**config.mk**
```make
export PLATFORM = sky130hd
export DESIGN_NAME = ebr_ctrl
export DESIGN_NICKNAME = d
export VERILOG_FILES = /design/src/rtl/ebr_pkg.sv /design/src/rtl/ebr_ctrl.sv
export SDC_FILE = /design/constraint.sdc
export NUM_CORES = 1
export LEC_CHECK = 0
export ABC_AREA = 1
export BUFFER_PORTS_ARGS = -buffer_cell sky130_fd_sc_hd__buf_4
export CAP_MARGIN = 20
export CELL_PAD_IN_SITES_DETAIL_PLACEMENT = 1
export CELL_PAD_IN_SITES_GLOBAL_PLACEMENT = 1
export CORE_MARGIN = 2
export CORE_UTILIZATION = 39
export DETAILED_ROUTE_END_ITERATION = 12
export PLACE_DENSITY_LB_ADDON = 0.1
export SLEW_MARGIN = 20
export SYNTH_ARGS = -nofsm -noshare
export SYNTH_HDL_FRONTEND = slang
export SYNTH_SLANG_ARGS = --single-unit
```
**constraint.sdc**
```tcl
create_clock -name clk_i -period 4.93 [get_ports clk_i]
set_clock_uncertainty 0.1 [all_clocks]
set_input_delay 1.2325 -clock clk_i [delete_from_list [all_inputs] [get_ports clk_i]]
set_output_delay 1.2325 -clock clk_i [all_outputs]
set_load 0.05 [all_outputs]
```
**src/rtl/ebr_pkg.sv**
```systemverilog
// Shared types for the ellipse raster core: default sizes, the command and
// status bundles that pass between the controller and the datapath.
// No dependencies.
`default_nettype none

package ebr_pkg;

  // Default field sizes.
  localparam int unsigned COORD_BITS_DEF  = 12;
  localparam int unsigned RADIUS_BITS_DEF = 10;

  // Operand pair that the shared multiplier works on in a cycle.
  typedef enum logic [3:0] {
    M_NONE,    // no product needed
    M_AA,      // a * a
    M_BB,      // b * b
    M_A4,      // aa * aa
    M_DINIT1,  // aa * (1 - 2b)
    M_DINIT2,  // bb * (1 - 2a)
    M_XX,      // x * x
    M_PXS,     // previous product * (aa + bb)
    M_AAS,     // aa * (aa + bb)
    M_INC1,    // bb * (4x + 6)
    M_COR1,    // aa * (4 - 4y)
    M_INC2,    // aa * (4y + 6)
    M_COR2     // bb * (4 - 4x)
  } mul_sel_e;

  // Register update that the datapath performs in a cycle.
  typedef enum logic [3:0] {
    A_NONE,
    A_LOAD,        // latch centre and radii, offset to (0, b)
    A_WR_AA,       // store a * a
    A_WR_BB,       // store b * b
    A_WR_A4,       // store a^4 and aa + bb
    A_DEC_SET_BB,  // decision = product + bb
    A_DEC_SET_AA,  // decision = product + aa
    A_TEST,        // region test: product <= a^4
    A_ADD_INC,     // note decision sign, add the increment
    A_R1_FIN,      // region one correction, x up, maybe y down
    A_R2_INIT,     // offset to (a, 0)
    A_R2_FIN,      // region two correction, y up, maybe x down
    A_EMIT         // load the output register
  } act_e;

  typedef struct packed {
    mul_sel_e mul_sel;
    act_e     act;
    logic     emit_ok;
    logic     emit_last;
  } cmd_t;

  typedef struct packed {
    logic below;      // last region test passed
    logic both_zero;  // both radii are zero
    logic out_free;   // output register can take an item this cycle
  } sts_t;

endpackage

`default_nettype wire

```
**src/rtl/ebr_ctrl.sv**
```systemverilog
// Controller of the ellipse raster core: drawing phase and the cycle
// sequence that drives the datapath for each item. Uses ebr_pkg.
`default_nettype none

module ebr_ctrl (
  input  logic          clk_i,
  input  logic          rst_ni,
  input  logic          in_valid_i,
  input  logic          in_kind_i,
  output logic          in_ready_o,
  input  ebr_pkg::sts_t sts_i,
  output ebr_pkg::cmd_t cmd_o
);
  import ebr_pkg::*;

  // Drawing phase.
  localparam logic [1:0] PH_IDLE = 2'd0;
  localparam logic [1:0] PH_REG1 = 2'd1;
  localparam logic [1:0] PH_REG2 = 2'd2;
  localparam logic [1:0] PH_DONE = 2'd3;

  // Sequencer states.
  localparam logic [4:0] ST_IDLE   = 5'd0;
  localparam logic [4:0] ST_S_AA   = 5'd1;
  localparam logic [4:0] ST_S_BB   = 5'd2;
  localparam logic [4:0] ST_S_A4   = 5'd3;
  localparam logic [4:0] ST_S_DI   = 5'd4;
  localparam logic [4:0] ST_S_DS   = 5'd5;
  localparam logic [4:0] ST_R1_XX  = 5'd6;
  localparam logic [4:0] ST_R1_XS  = 5'd7;
  localparam logic [4:0] ST_R1_TST = 5'd8;
  localparam logic [4:0] ST_R1_BR  = 5'd9;
  localparam logic [4:0] ST_R1_FIN = 5'd10;
  localparam logic [4:0] ST_R1_SWD = 5'd11;
  localparam logic [4:0] ST_R1_SWT = 5'd12;
  localparam logic [4:0] ST_R1_SWE = 5'd13;
  localparam logic [4:0] ST_R2_INC = 5'd14;
  localparam logic [4:0] ST_R2_COR = 5'd15;
  localparam logic [4:0] ST_R2_FIN = 5'd16;
  localparam logic [4:0] ST_R2_XX  = 5'd17;
  localparam logic [4:0] ST_R2_XS  = 5'd18;
  localparam logic [4:0] ST_R2_TST = 5'd19;
  localparam logic [4:0] ST_R2_END = 5'd20;
  localparam logic [4:0] ST_EMIT   = 5'd21;

  logic [4:0] state_q, state_d;
  logic [1:0] phase_q, phase_d;
  logic       emit_ok_q, emit_ok_d;
  logic       emit_last_q, emit_last_d;
  logic       in_acc;

  assign in_ready_o = (state_q == ST_IDLE);
  assign in_acc     = in_valid_i && in_ready_o;

  // Next state and datapath commands.
  always_comb begin
    state_d       = state_q;
    phase_d       = phase_q;
    emit_ok_d     = emit_ok_q;
    emit_last_d   = emit_last_q;
    cmd_o.mul_sel = M_NONE;
    cmd_o.act     = A_NONE;
    cmd_o.emit_ok   = emit_ok_q;
    cmd_o.emit_last = emit_last_q;
    case (state_q)
      ST_IDLE: begin
        if (in_acc) begin
          if (!in_kind_i) begin
            cmd_o.act = A_LOAD;
            state_d   = ST_S_AA;
          end else begin
            case (phase_q)
              PH_REG1: state_d = ST_R1_XX;
              PH_REG2: state_d = ST_R2_INC;
              default: begin
                emit_ok_d   = 1'b0;
                emit_last_d = 1'b0;
                state_d     = ST_EMIT;
              end
            endcase
          end
        end
      end
      // Per-ellipse products and the starting decision.
      ST_S_AA: begin
        cmd_o.mul_sel = M_AA;
        state_d       = ST_S_BB;
      end
      ST_S_BB: begin
        cmd_o.act     = A_WR_AA;
        cmd_o.mul_sel = M_BB;
        state_d       = ST_S_A4;
      end
      ST_S_A4: begin
        cmd_o.act     = A_WR_BB;
        cmd_o.mul_sel = M_A4;
        state_d       = ST_S_DI;
      end
      ST_S_DI: begin
        cmd_o.act     = A_WR_A4;
        cmd_o.mul_sel = M_DINIT1;
        state_d       = ST_S_DS;
      end
      ST_S_DS: begin
        cmd_o.act   = A_DEC_SET_BB;
        emit_ok_d   = 1'b1;
        emit_last_d = sts_i.both_zero;
        phase_d     = sts_i.both_zero ? PH_DONE : PH_REG1;
        state_d     = ST_EMIT;
      end
      // Region one: test x, then step the decision.
      ST_R1_XX: begin
        cmd_o.mul_sel = M_XX;
        state_d       = ST_R1_XS;
      end
      ST_R1_XS: begin
        cmd_o.mul_sel = M_PXS;
        state_d       = ST_R1_TST;
      end
      ST_R1_TST: begin
        cmd_o.act     = A_TEST;
        cmd_o.mul_sel = M_INC1;
        state_d       = ST_R1_BR;
      end
      ST_R1_BR: begin
        if (sts_i.below) begin
          cmd_o.act     = A_ADD_INC;
          cmd_o.mul_sel = M_COR1;
          state_d       = ST_R1_FIN;
        end else begin
          cmd_o.act     = A_R2_INIT;
          cmd_o.mul_sel = M_DINIT2;
          state_d       = ST_R1_SWD;
        end
      end
      ST_R1_FIN: begin
        cmd_o.act   = A_R1_FIN;
        emit_ok_d   = 1'b1;
        emit_last_d = 1'b0;
        state_d     = ST_EMIT;
      end
      // Switch to region two at (a, 0).
      ST_R1_SWD: begin
        cmd_o.act     = A_DEC_SET_AA;
        cmd_o.mul_sel = M_AAS;
        state_d       = ST_R1_SWT;
      end
      ST_R1_SWT: begin
        cmd_o.act = A_TEST;
        state_d   = ST_R1_SWE;
      end
      ST_R1_SWE: begin
        emit_ok_d   = 1'b1;
        emit_last_d = sts_i.below;
        phase_d     = sts_i.below ? PH_DONE : PH_REG2;
        state_d     = ST_EMIT;
      end
      // Region two: step the decision, then test the new x.
      ST_R2_INC: begin
        cmd_o.mul_sel = M_INC2;
        state_d       = ST_R2_COR;
      end
      ST_R2_COR: begin
        cmd_o.act     = A_ADD_INC;
        cmd_o.mul_sel = M_COR2;
        state_d       = ST_R2_FIN;
      end
      ST_R2_FIN: begin
        cmd_o.act = A_R2_FIN;
        state_d   = ST_R2_XX;
      end
      ST_R2_XX: begin
        cmd_o.mul_sel = M_XX;
        state_d       = ST_R2_XS;
      end
      ST_R2_XS: begin
        cmd_o.mul_sel = M_PXS;
        state_d       = ST_R2_TST;
      end
      ST_R2_TST: begin
        cmd_o.act = A_TEST;
        state_d   = ST_R2_END;
      end
      ST_R2_END: begin
        emit_ok_d   = 1'b1;
        emit_last_d = sts_i.below;
        if (sts_i.below) begin
          phase_d = PH_DONE;
        end
        state_d = ST_EMIT;
      end
      // Hand the result to the output register once it has room.
      ST_EMIT: begin
        if (sts_i.out_free) begin
          cmd_o.act = A_EMIT;
          state_d   = ST_IDLE;
        end
      end
      default: state_d = ST_IDLE;
    endcase
  end

  // Control registers.
  always_ff @(posedge clk_i or negedge rst_ni) begin
    if (!rst_ni) begin
      state_q     <= ST_IDLE;
      phase_q     <= PH_IDLE;
      emit_ok_q   <= 1'b0;
      emit_last_q <= 1'b0;
    end else begin
      state_q     <= state_d;
      phase_q     <= phase_d;
      emit_ok_q   <= emit_ok_d;
      emit_last_q <= emit_last_d;
    end
  end

  // The output register is never overwritten while it still holds an item.
  a_emit_free: assert property (@(posedge clk_i) disable iff (!rst_ni)
    (cmd_o.act == A_EMIT) |-> sts_i.out_free)
    else $error("emit while output register is occupied");

  // A step with nothing to draw goes straight to an empty result.
  a_idle_step: assert property (@(posedge clk_i) disable iff (!rst_ni)
    (in_acc && in_kind_i && (phase_q == PH_IDLE || phase_q == PH_DONE))
    |=> (state_q == ST_EMIT && !emit_ok_q))
    else $error("step without an ellipse did not give an empty result");

  // A start always ends in region one or, for zero radii, in done.
  a_start_phase: assert property (@(posedge clk_i) disable iff (!rst_ni)
    (state_q == ST_S_DS)
    |=> (state_q == ST_EMIT && emit_ok_q && (phase_q == PH_REG1 || phase_q == PH_DONE)))
    else $error("start did not enter region one or done");

endmodule

`default_nettype wire

```
### Word level (Yosys, flattened, before mapping)

Index checks and enable logic that the tools add are counted.

* output and inout bits: 11
* input bits: 7
* register bits after elaboration: 9
* logic and storage cells: 68

* reductions and logical operators: 15
* muxes and demuxes: 21
* equal/unequal tests: 28

Operators with widths (number)
* 5-bit case mux with 19 select lines: 1
* 4-bit case mux with 12 select lines: 1
* 4-bit case mux with 11 select lines: 1
* 5-bit by 4-bit == test with 1-bit output, second input constant: 8
* 5-bit == test, second input constant: 6
* 5-bit by 3-bit == test with 1-bit output, second input constant: 4
* 5-bit two-way mux: 3
* 5-bit by 2-bit == test with 1-bit output, second input constant: 2
* 5-bit case mux with 2 select lines: 1
* 8-bit two-way mux: 1
* 2-bit != test, second input constant: 4
* 4-bit AND reduction: 2
* 2-bit OR reduction: 4
* 1-bit two-way mux: 7
* 2-bit case mux with 3 select lines: 1
* 5-bit by 1-bit == test with 1-bit output, second input constant: 1
* 5-bit zero test: 1
* 2-bit two-way mux: 2
* 4-bit two-way mux: 1
* 1-bit case mux with 4 select lines: 1
* 2-bit AND reduction: 2
* 4-bit nonzero test: 1
* 4-bit OR reduction: 1
* 3-bit nonzero test: 1
* other kinds (7): 7

### Depth between registers and ports, before layout

Gate-level depths: netlist of run 1.

* depth in word-level cells: 6
* depth in mapped cells: 10
* depth with buffers taken out: 9

### Least setup slack after synthesis of run 1

No wires, ideal clock.

* path kind: input to output
* from: input sts_i[2] (netlist bit)
* to: output cmd_o[6] (netlist bit)
* setup slack: 1.695 ns
* required time: 3.598 ns
* cell stages on the path: 5
* data arrival time: 1.903 ns
* cell sequence: inv_1 -> nand2_1 -> nand2_1 -> inv_1 -> nand4_1

RTL lines
* from (decl): RTL line ebr_ctrl.sv:11 `input ebr_pkg::sts_t sts_i,`
* to (decl): RTL line ebr_ctrl.sv:12 `output ebr_pkg::cmd_t cmd_o`

==> results of run 1 <==
cell families (layout without fill, tap and decap cells):
kind of cell / Yosys count / count (layout) / synth area share (%)
AOI/OAI and AO/OA: 22 / 22 / 15.13
adders and majority gates: 1 / 1 / 1.375
buffers and inverters: 28 / 45 / 13.62
DFF: 9 / 9 / 24.76
and+or+nand+nor: 92 / 92 / 45.12
cell usage after synthesis:
library cell   n  area share (%)
o21ai_1        2             1.1
or2_2          1            0.69
a31oi_1        2             1.4
nor2_1        24             9.9
inv_1         23             9.5
dfrtp_1        9              25
a22oi_1        1            0.83
o2111ai_1      2             1.9
nor2_2         4             2.8
buf_6          1             1.2
ha_1           1             1.4
o21ai_0        7             3.9
a211oi_1       1            0.83
a21oi_2        1            0.96
nand4_1        8             5.5
nor3_1         2             1.1
nand2_1       41              17
a21oi_1        3             1.7
nand3_1        9             5.0
buf_4          3             2.5
o211ai_1       1            0.83
o21ai_2        1            0.96
nor2_4         1             1.2
a21boi_0       1            0.83
inv_2          1            0.41
nor3b_1        1            0.83
nand2_4        1             1.2
registers in the layout, summed over array words and instances, names as in the netlist:
| name | cells |
|---|---|
| state_q | 5 |
| phase_q | 2 |
| emit_ok_q | 1 |
| emit_last_q | 1 |
layout by cell type (no fill, tap or decap), types with 2 or more instances in the layout:
| cell type | instances |
|---|---|
| nand2_1 | 41 |
| nor2_1 | 24 |
| o21ai_0 | 7 |
| nand4_1 | 8 |
| o2111ai_1 | 2 |
| nor2_2 | 4 |
| buf_4 | 17 |
| a31oi_1 | 2 |
| a21oi_1 | 3 |
| dfrtp_1 | 9 |
| nand3_1 | 9 |
| o21ai_1 | 2 |
| inv_1 | 23 |
| clkbuf_4 | 3 |
| nor3_1 | 2 |
through the flow:
stage / area, um^2 / utilization, %
global route: 1065 / 48.13
floorplan: 909.6 / -
detailed placement: 1039 / 46.95
CTS: 1065 / 48.13
global placement: 1039 / 46.95
finish: 1065 / 48.13
layer usage:
| metal | GRT usage (%) | part of all wire, % |
|---|---|---|
| met1 | 32.62 | 46 |
| met2 | 37.08 | 47 |
| met3 | 0.8571 | 2.9 |
| met4 | 15.81 | 4.2 |
| met5 | 0 | 0 |
worst max-delay path: stages:
cell and delay (ps):
buf_4 80, inv_1 60, nor3_1 240, inv_1 90, nand3_1 90, buf_4 190
layout make-up:
cell class	instances	area share, %
multi-input combinational	115	52.64
clock buffer	4	2.468
tap	28	3.290
timing repair buffer	17	11.99
inverter	24	8.461
sequential	9	21.15
worst max path at each step:
stage	start	endpoint	slack, ps	depth (start not counted)
floorplan	sts_i[2]	cmd_o[6]	1690	5
global placement	sts_i[0]	cmd_o[4]	1630	6
detailed placement	sts_i[0]	cmd_o[4]	1640	6
CTS	sts_i[0]	cmd_o[4]	1640	6
global route	state_q[1]$_DFFE_PN0P_	cmd_o[7]	1540	7
finish	sts_i[0]	cmd_o[4]	1630	6
==> metrics list, run 1 <==
- Counting distinct cell types in the post-synthesis netlist gives 27.
- Summed over all failing endpoints, the final setup total negative slack is 0 ps.
- IO Pins: 18
* Number of design-rule violations left by the first detailed-router iteration: 24
- At the end of routability-driven placement, the weighted congestion stood at between 0.8 and 0.9.
* Site row count: 17
- Total number of vias: 1,065
* Total of warnings raised by yosys: 0
- STA puts the critical path data required time at about 3600 ps.
- From bottom edge to top edge, the die measures 52.30 um.
* Final worst path period need: 3301 ps
- Fin cells: 197
- Global-route congestion overflow total: 0
- A synthesized cell averages roughly 6 um^2.
- The startpoint identified for the worst register-to-register timing path is state_q[3]$_DFFE_PN0P_.
- The floorplan step set the die width to 52.30 um.
* Crit path DAT: about 2000 ps
* Worst hold slack after final layout: 390.6 ps
* Number of hold buffers added after cts: 0
- The tree is rooted in a clkbuf_4.
- Of the synthesized area, sequential elements account for 24.76%.
- The number of gates resized after CTS was 0.
- Prior to clock tree synthesis, the placed netlist has a worst setup slack of 1643 ps.
- Placeable core area: 2212 um^2
* Total of flip-flops plus latches after synthesis: 9
- Max-slew violation count: 0
- Once the floorplan was initialized, standard cells occupied between 40% and 50% of the core.
- Headroom to the max-slew limit came out at 72.02%.
* CTS tree: built
* Slew at the pin with the worst max-slew slack: 418.2 ps
- Post-CTS Setup Repair Bufs: 0
- The longest clock path from root to sink contains 2 buffers.
* Critical path start-end classification: input port to output pin
- Post-Synthesis Cells: about 150
- CTS saw 9 sinks.
- Placed instance count: 193
* Maximum number of pins on one net before global-route repair: 10
- Hold WC Path Type: register to register
- Hold-critical path endpoint: phase_q[0]$_DFFE_PN0P_
- In the final routed layout, each cell accounts on average for roughly 15 um.
* Reg-to-reg setup timing slack: 3150 ps
- Worst-case setup margin in the final layout: 1629 ps
- Path depth of the worst reg2reg path: 6
- Fraction of final layout cells sized beyond drive strength 1: 17.75%
- 0 antenna diodes ended up in the layout.
- Number of hold violations in the final report: 0
- Global routing used 24.07% of the available tracks across all layers.
- Period utilisation layout: 66.96%
* Result of the run: complete, no violations
- After detailed routing, the number of vias per cell comes to 5.406.
- Counting every net in the synthesized netlist gives 160.
- DP HPWL: 2427 um
* Area occupied by multi-input gates: 560.5 um^2
* Cell depth of the worst hold path: 2
- The via count of the first global-routing pass came to 1,066.
- Setup violations remaining at the end of the flow were counted as 0.
* Clock latency reported for the late side of the worst-skew pair: about 260 ps
- First-pass GRT wire length: 4781 um
* Clk slew on worst S/H paths: 60 ps
- Destination of the worst register-to-register timing path: emit_ok_q$_DFFE_PN0P_
- Sequential Area: about 230 um^2
- The initial antenna violation count was 0.
- Setup repair after global routing missed its margin: no
- First-pass iteration count of the detailed router: 4
* Layout overhead on the synthesized area: 17.06%
- Wires add up to 2865 um.
* Number of H-tree branching levels: 1
- Worst setup SP type: input port
* Worst Hold Launch: phase_q[0]$_DFFE_PN0P_
- The die covers 2735 um^2.
- The filler cells instantiated in the layout total 326.
- During placement, the flow inserted port buffers numbering 17.
- TritonCTS created 3 clock buffers.
* Post-detailed-route DRC marker count: 0
- Max-cap violations in this run came to 0.
* Nets@finish: 178
- Maximum frequency from static timing analysis: 0.3029 GHz
- Mapped cell area: 909.6 um^2
- Max Fanout on Critical Path: 3
- STA classifies the critical path endpoint as an output pin.
- The count of nets left with antenna violations once routing finished came out at 0.
Power of run 1 is not shown: default switching activity piles up to over one toggle a cycle in this logic, so the estimate is an artifact.
==> run 2, diff against run 1 <==
- CORE_UTILIZATION: 39 -> 36
- clock period: 4.93 -> 3.09 ns (I/O delays scaled with it)
==> run 2 against run 1 <==
- die area grew 7.7%
- largest cell class unchanged
- sequential cell count is the same
- via count shrank 0.28%
- worst hold slack lost 160 ps
- core utilization shrank 4.3 points
- cell count grew 1.0%
- non-clock buffer count is the same
- clock-buffer cell count is the same
- sequential share of layout area is essentially flat
- critical endpoint is now cmd_o[6]
- critical path depth grew 2
- worst setup slack lost 1400 ps
==> metrics list, run 2 (synthesized netlist as in run 1, its figures left out) <==
* Clk slew on worst S/H paths: 60 ps (about the same)
- The post-DP HPWL came to 2573 um (was 2427 um).
- Post-detailed-route DRC marker count: 0 (unchanged)
- DR WL/cell: 15.15 um (was 14.54 um)
* Nets@finish: 178 (unchanged)
* Fraction of final layout cells sized beyond drive strength 1: 17.75% (unchanged)
* Global Route Usage Sum: 24.31% (was 24.07%)
- Final WL: 3015 um (was 2865 um)
- The CTS sink count came to 9 (unchanged).
- The count of antenna-violating nets left after detailed routing was 0 (unchanged).
* Critical path start-end classification: register to output pin (was input port to output pin)
- The transition at the pin with the smallest max-transition slack was 368.3 ps (was 418.2 ps).
- Reg-to-reg startpoint: state_q[4]$_DFFE_PN0P_ (was state_q[3]$_DFFE_PN0P_)
- The setup TNS after final layout was 0 ps (unchanged).
- Launch point of the worst path: state_q[4]$_DFFE_PN0P_ (was sts_i[0])
- The die footprint was 2945 um^2 (was 2735 um^2).
- Number of antenna violations at the first check in global routing: 0 (unchanged)
- Top flop regs: state_q (5), phase_q (2) (unchanged).
* Sort of element at the end of the critical path: output pin (unchanged)
- Worst setup SP type: register (was input port)
* TritonCTS Buffers: 3 (unchanged)
- The utilization of the core after routing is 43.88% (was 48.13%).
- The flip-flop count of the largest register after layout is 5 (unchanged).
- Total number of vias: 1,062 (was 1,065)
* Post-route cell area: 1067 um^2 (was 1065 um^2)
- Setup repair after global routing missed its margin: no (unchanged).
- The number of gates resized after cts is 0 (unchanged).
- Worst-case setup margin in the final layout: 230.3 ps (was 1629 ps)
- The global placement routability congestion is 0.8773 (was 0.8847).
- Initial standard-cell utilization of the core: 37.40% (was 41.12%)
- Hold WC Path Type: input port to asynchronous set/reset pin (was register to register)
- Result of the run: complete, no violations (unchanged)
- The average vias per placed instance is 5.337 (was 5.406).
- CTS tree: built (unchanged)
- Maximum frequency from static timing analysis: 0.3497 GHz
- Post-CTS Setup Repair Bufs: 0 (unchanged)
- The largest fanout of any net on the critical path was 9 (was 3).
- The number of buffers added on ports came to 17 (unchanged).
- Clock latency reported for the late side of the worst-skew pair: 250 ps (was 260 ps)
- Maximum capacitance violations: 0 (unchanged)
- The root buffer selected by CTS is clkbuf_4 (unchanged).
* IO Pins: 18 (unchanged)
- The number of buffers between clock root and the deepest sink is 2 (unchanged).
- The via count of the first global-routing pass is 1,077 (was 1,066).
- The final critical path takes up 92.55% of the cycle.
- Commonest non-fill, non-tap cell in the layout: nand2_1 (unchanged)
- The residual overflow from global routing came to 0 (unchanged).
- Number of hold violations in the final report: 0 (unchanged)
- The wire length of the first global-routing pass was 5043 um (was 4781 um).
- The post-place setup slack came to 509.3 ps (was 1643 ps).
- Required @ worst endpoint: 2220 ps (was 3600 ps)
* Register with the most flip-flops: state_q (unchanged)
* Placeable core area: 2432 um^2 (was 2212 um^2)
* Finish-stage setup viols: 0 (unchanged)
* Final worst path period need: 2860 ps
- The number of H-tree levels came to 1 (unchanged).
- The horizontal die dimension came to 54.27 um (was 52.30 um).
- The area growth from synthesis to final layout is 17.33% (was 17.06%).
* Maximum number of pins on one net before global-route repair: 10 (unchanged)
* Area after detailed placement: 1041 um^2 (was 1039 um^2)
* Number of hold buffers added after cts: 0 (unchanged)
* Max-slew violation count: 0 (unchanged)
* Crit path DAT: 1990 ps (was 1970 ps)
- First-pass iteration count of the detailed router: 4 (unchanged)
* Die height: 54.27 um (was 52.30 um)
- Site row count: 18 (was 17)
- Worst rel slew slack: 75.36% (was 72.02%)
- Commonest cells after routing, fill and taps aside: 41 x nand2_1, 24 x nor2_1, 23 x inv_1 (unchanged).
- Number of design-rule violations left by the first detailed-router iteration: 14 (was 24)
* Diodes inserted: 0 (unchanged)
[run 2: worst max-delay path: stages, from the launching register on]
cell and delay (ps):
dfrtp_1 490, inv_2 190, nand3_1 200, nor2_2 280, nand2_1 150, nand2_1 110
inv_1 40, nand4_1 60, buf_4 200
[run 2: path summary, 6_finish.rpt]
path / end / slack [ps] / depth (start not counted)
setup / recovery: cmd_o[6] / 230 / 8
hold / removal: state_q[1]$_DFFE_PN0P_ / 230 / 1
setup reg to reg: state_q[0]$_DFFE_PN0P_ / 1270 / 9
hold reg to reg: phase_q[0]$_DFFE_PN0P_ / 410 / 2
max in group asynchronous: emit_last_q$_DFFE_PN0P_ / 2530 / 1
min in group clk_i: phase_q[0]$_DFFE_PN0P_ / 410 / 2
[run 2: layer usage]
metal | track usage, % | routed length, um
met4 | 11.67 | 89
met3 | 2.459 | 76
met5 | 0 | 0
met1 | 32.60 | 1430
met2 | 38.96 | 1420
[run 2: layout make-up]
class | instances | area, um^2
clock buffers | 4 | 26.28
inverters | 24 | 90.09
multi-input cells | 115 | 560.5
fillers | 367 | 1365
repair buffers | 17 | 127.6
well taps | 30 | 37.54
flip-flops and latches | 9 | 225.2
[run 2: per-stage QoR]
stage	hold slack, ps	instances
3_3_place_gp	364.1	195
6_report	226.4	199
3_5_place_dp	399.4	195
2_1_floorplan	341.9	152
4_1_cts	222.4	199
5_1_grt	225.6	199
Power of run 2 is left out for the same reason.
==> run 3, diff against run 2 <==
- GPL_TIMING_DRIVEN: default -> 0
==> run 3 against run 2 <==
- critical path depth increased by 1
- critical path type unchanged
- wire length decreased by 0.50%
- critical endpoint unchanged
- worst setup slack improved by 38 ps
==> metrics list, run 3 (synthesized netlist as in run 1, its figures left out) <==
- The post-detailed-route wirelength per cell was 14.78 um (was 15.15 um).
- Final setup TNS: 0 ps (unchanged)
- The largest net degree at the start of global routing was 10 (unchanged).
- Placeable core area: 2432 um^2 (unchanged)
- The height of the chip was 54.27 um (unchanged).
- Maximum capacitance violations: 0 (unchanged)
- The maximum cell stage delay along the critical path is 370 ps (was 490 ps).
* Fin cells: 203 (was 199)
* Number of design-rule violations left by the first detailed-router iteration: 21 (was 14)
* Number of flip-flops under the largest register name: 5 (unchanged)
- The number of gates resized after cts is 0 (unchanged).
- Initial standard-cell utilization of the core: 37.40% (unchanged)
* Post-detailed-route DRC marker count: 0 (unchanged)
- The number of H-tree levels came to 1 (unchanged).
* Maximum frequency from static timing analysis: 0.3545 GHz (was 0.3497 GHz)
* Die area: 2945 um^2 (unchanged)
- IO Pins: 18 (unchanged)
- The critical setup path kind was register to output pin (unchanged).
- The slowest library cell on the worst path is dfrtp_1 (unchanged).
- Top flop regs: state_q (5), phase_q (2) (unchanged)
- The placed cell area is 1075 um^2 (was 1041 um^2).
- The share of final-layout standard cells stronger than drive strength 1 is 19.65% (was 17.75%).
- The buffer and inverter count on the worst path is 4 (was 3).
- The area growth from synthesis to final layout is 21.05% (was 17.33%).
* Total number of vias: 1,041 (was 1,062)
- The number of buffers added to fix hold violations after cts was 0 (unchanged).
- The CTS sink count came to 9 (unchanged).
* Worst setup SP type: register (unchanged)
* Nets@finish: 182 (was 178)
- Area occupied by multi-input gates: 560.5 um^2 (unchanged)
- The number of buffers added by the clock tree synthesis step was 3 (unchanged).
- The sequential cell area came to 225.2 um^2 (unchanged).
* Finish-stage setup viols: 0 (unchanged)
* Worst-case setup margin in the final layout: 268.8 ps (was 230.3 ps)
* Final WL: 3000 um (was 3015 um)
* Largest delay share family, worst path: simple AND/OR/NAND/NOR gates (unchanged)
- The number of buffers added on ports is 17 (unchanged).
* Number of antenna violations at the first check in global routing: 0 (unchanged)
- The count of antenna-violating nets left after detailed routing is 0 (unchanged).
- The via count of the first global-routing pass came to 1,083 (was 1,077).
- Required @ worst endpoint: 2220 ps (about the same)
- The wire length of the first global-routing pass is 4995 um (was 5043 um).
* Setup repair after global routing missed its margin: no (unchanged)
- Slew at the pin with the worst max-slew slack: 437.7 ps (was 368.3 ps)
- The number of buffers between clock root and the deepest sink is 2 (unchanged).
* Global Route Usage Sum: 23.76% (was 24.31%)
* GP Congestion: 0.8985 (was 0.8773)
- Clock Root Buffer: clkbuf_4 (unchanged)
- Register with the most flip-flops: state_q (unchanged)
* Worst rel slew slack: 70.71% (was 75.36%)
- Post-CTS Setup Repair Bufs: 0 (unchanged)
* Clock latency reported for the late side of the worst-skew pair: 260 ps (was 250 ps)
- The largest fanout of any net on the critical path came to 9 (unchanged).
- Sort of element at the end of the critical path: output pin (unchanged)
- DP HPWL: 2504 um (was 2573 um)
- The number of rows created at floorplan is 18 (unchanged).
- The post-place setup slack was 572.6 ps (was 509.3 ps).
- First-pass iteration count of the detailed router: 4 (unchanged)
* Diodes inserted: 0 (unchanged)
* Fillcell total: 351 (was 367)
- Die width: 54.27 um (unchanged)
* Max-slew violation count: 0 (unchanged)
- Chain of cells forming the critical path: buf_6 > inv_2 > nand3_1 > nor2_2 > nand2_1 > nand2_1 > inv_1 > nand4_1 > buf_4 (was inv_2 > nand3_1 > nor2_2 > nand2_1 > nand2_1 > inv_1 > nand4_1 > buf_4).
- The CTS tree is built (unchanged).
* Number of hold violations in the final report: 0 (unchanged)
* Crit path DAT: 1950 ps (was 1990 ps)
* Critical path's most frequent cell: nand2_1 (unchanged)
* Clk slew on worst S/H paths: 60 ps (about the same)
- Commonest cells after routing, fill and taps aside: 41 x nand2_1, 24 x nor2_1, 23 x inv_1 (unchanged)
* Number of vias per cell after detailed routing: 5.128 (was 5.337)
- The number of instances in the placed design was 199 (was 195).
- Post-route cell area: 1101 um^2 (was 1067 um^2)
- Period utilisation layout: 91.30% (was 92.55%)
* Result of the run: complete, no violations (unchanged)
- Final worst path period need: 2821 ps (was 2860 ps)
* Global-route congestion overflow total: 0 (unchanged)
* Hold WC Path Type: input port to asynchronous set/reset pin (unchanged)
- The most common cell after layout, fill and taps aside is nand2_1 (unchanged).
[run 3: per-layer routing]
metal | global-route usage (%) | wire length, um
met5 | 0 | 0
met4 | 9.583 | 53
met3 | 0.8197 | 55
met2 | 39.96 | 1422
met1 | 31.93 | 1468
[run 3: cell type report]
class	instances	share of cell area (%)
Multi-Input combinational cell	115	50.91
Sequential cell	9	20.45
Timing Repair Buffer	17	11.59
Inverter	24	8.182
Tap cell	30	3.409
Buffer	4	3.068
Clock buffer	4	2.386
[run 3: stage by stage]
stage	utilization (%)	hold WS [ps]
final	45.27	223.9
after global routing	45.27	222.7
after CTS	45.27	220.4
after detailed placement	44.19	371.9
after global placement	44.19	365.9
after floorplan	-	341.9
[run 3: path summary, 6_finish.rpt]
path | from | endpoint | slack [ps] | depth (start not counted)
worst max-delay path | state_q[4]$_DFFE_PN0P_ | cmd_o[6] | 270 | 9
worst min-delay path | rst_ni | state_q[1]$_DFFE_PN0P_ | 220 | 1
worst max register to register | state_q[4]$_DFFE_PN0P_ | state_q[0]$_DFFE_PN0P_ | 1340 | 10
worst min register to register | phase_q[0]$_DFFE_PN0P_ | phase_q[0]$_DFFE_PN0P_ | 390 | 2
max in group asynchronous | rst_ni | phase_q[1]$_DFFE_PN0P_ | 2530 | 1
min in group clk_i | phase_q[0]$_DFFE_PN0P_ | phase_q[0]$_DFFE_PN0P_ | 390 | 2
Power of run 3 is left out for the same reason.
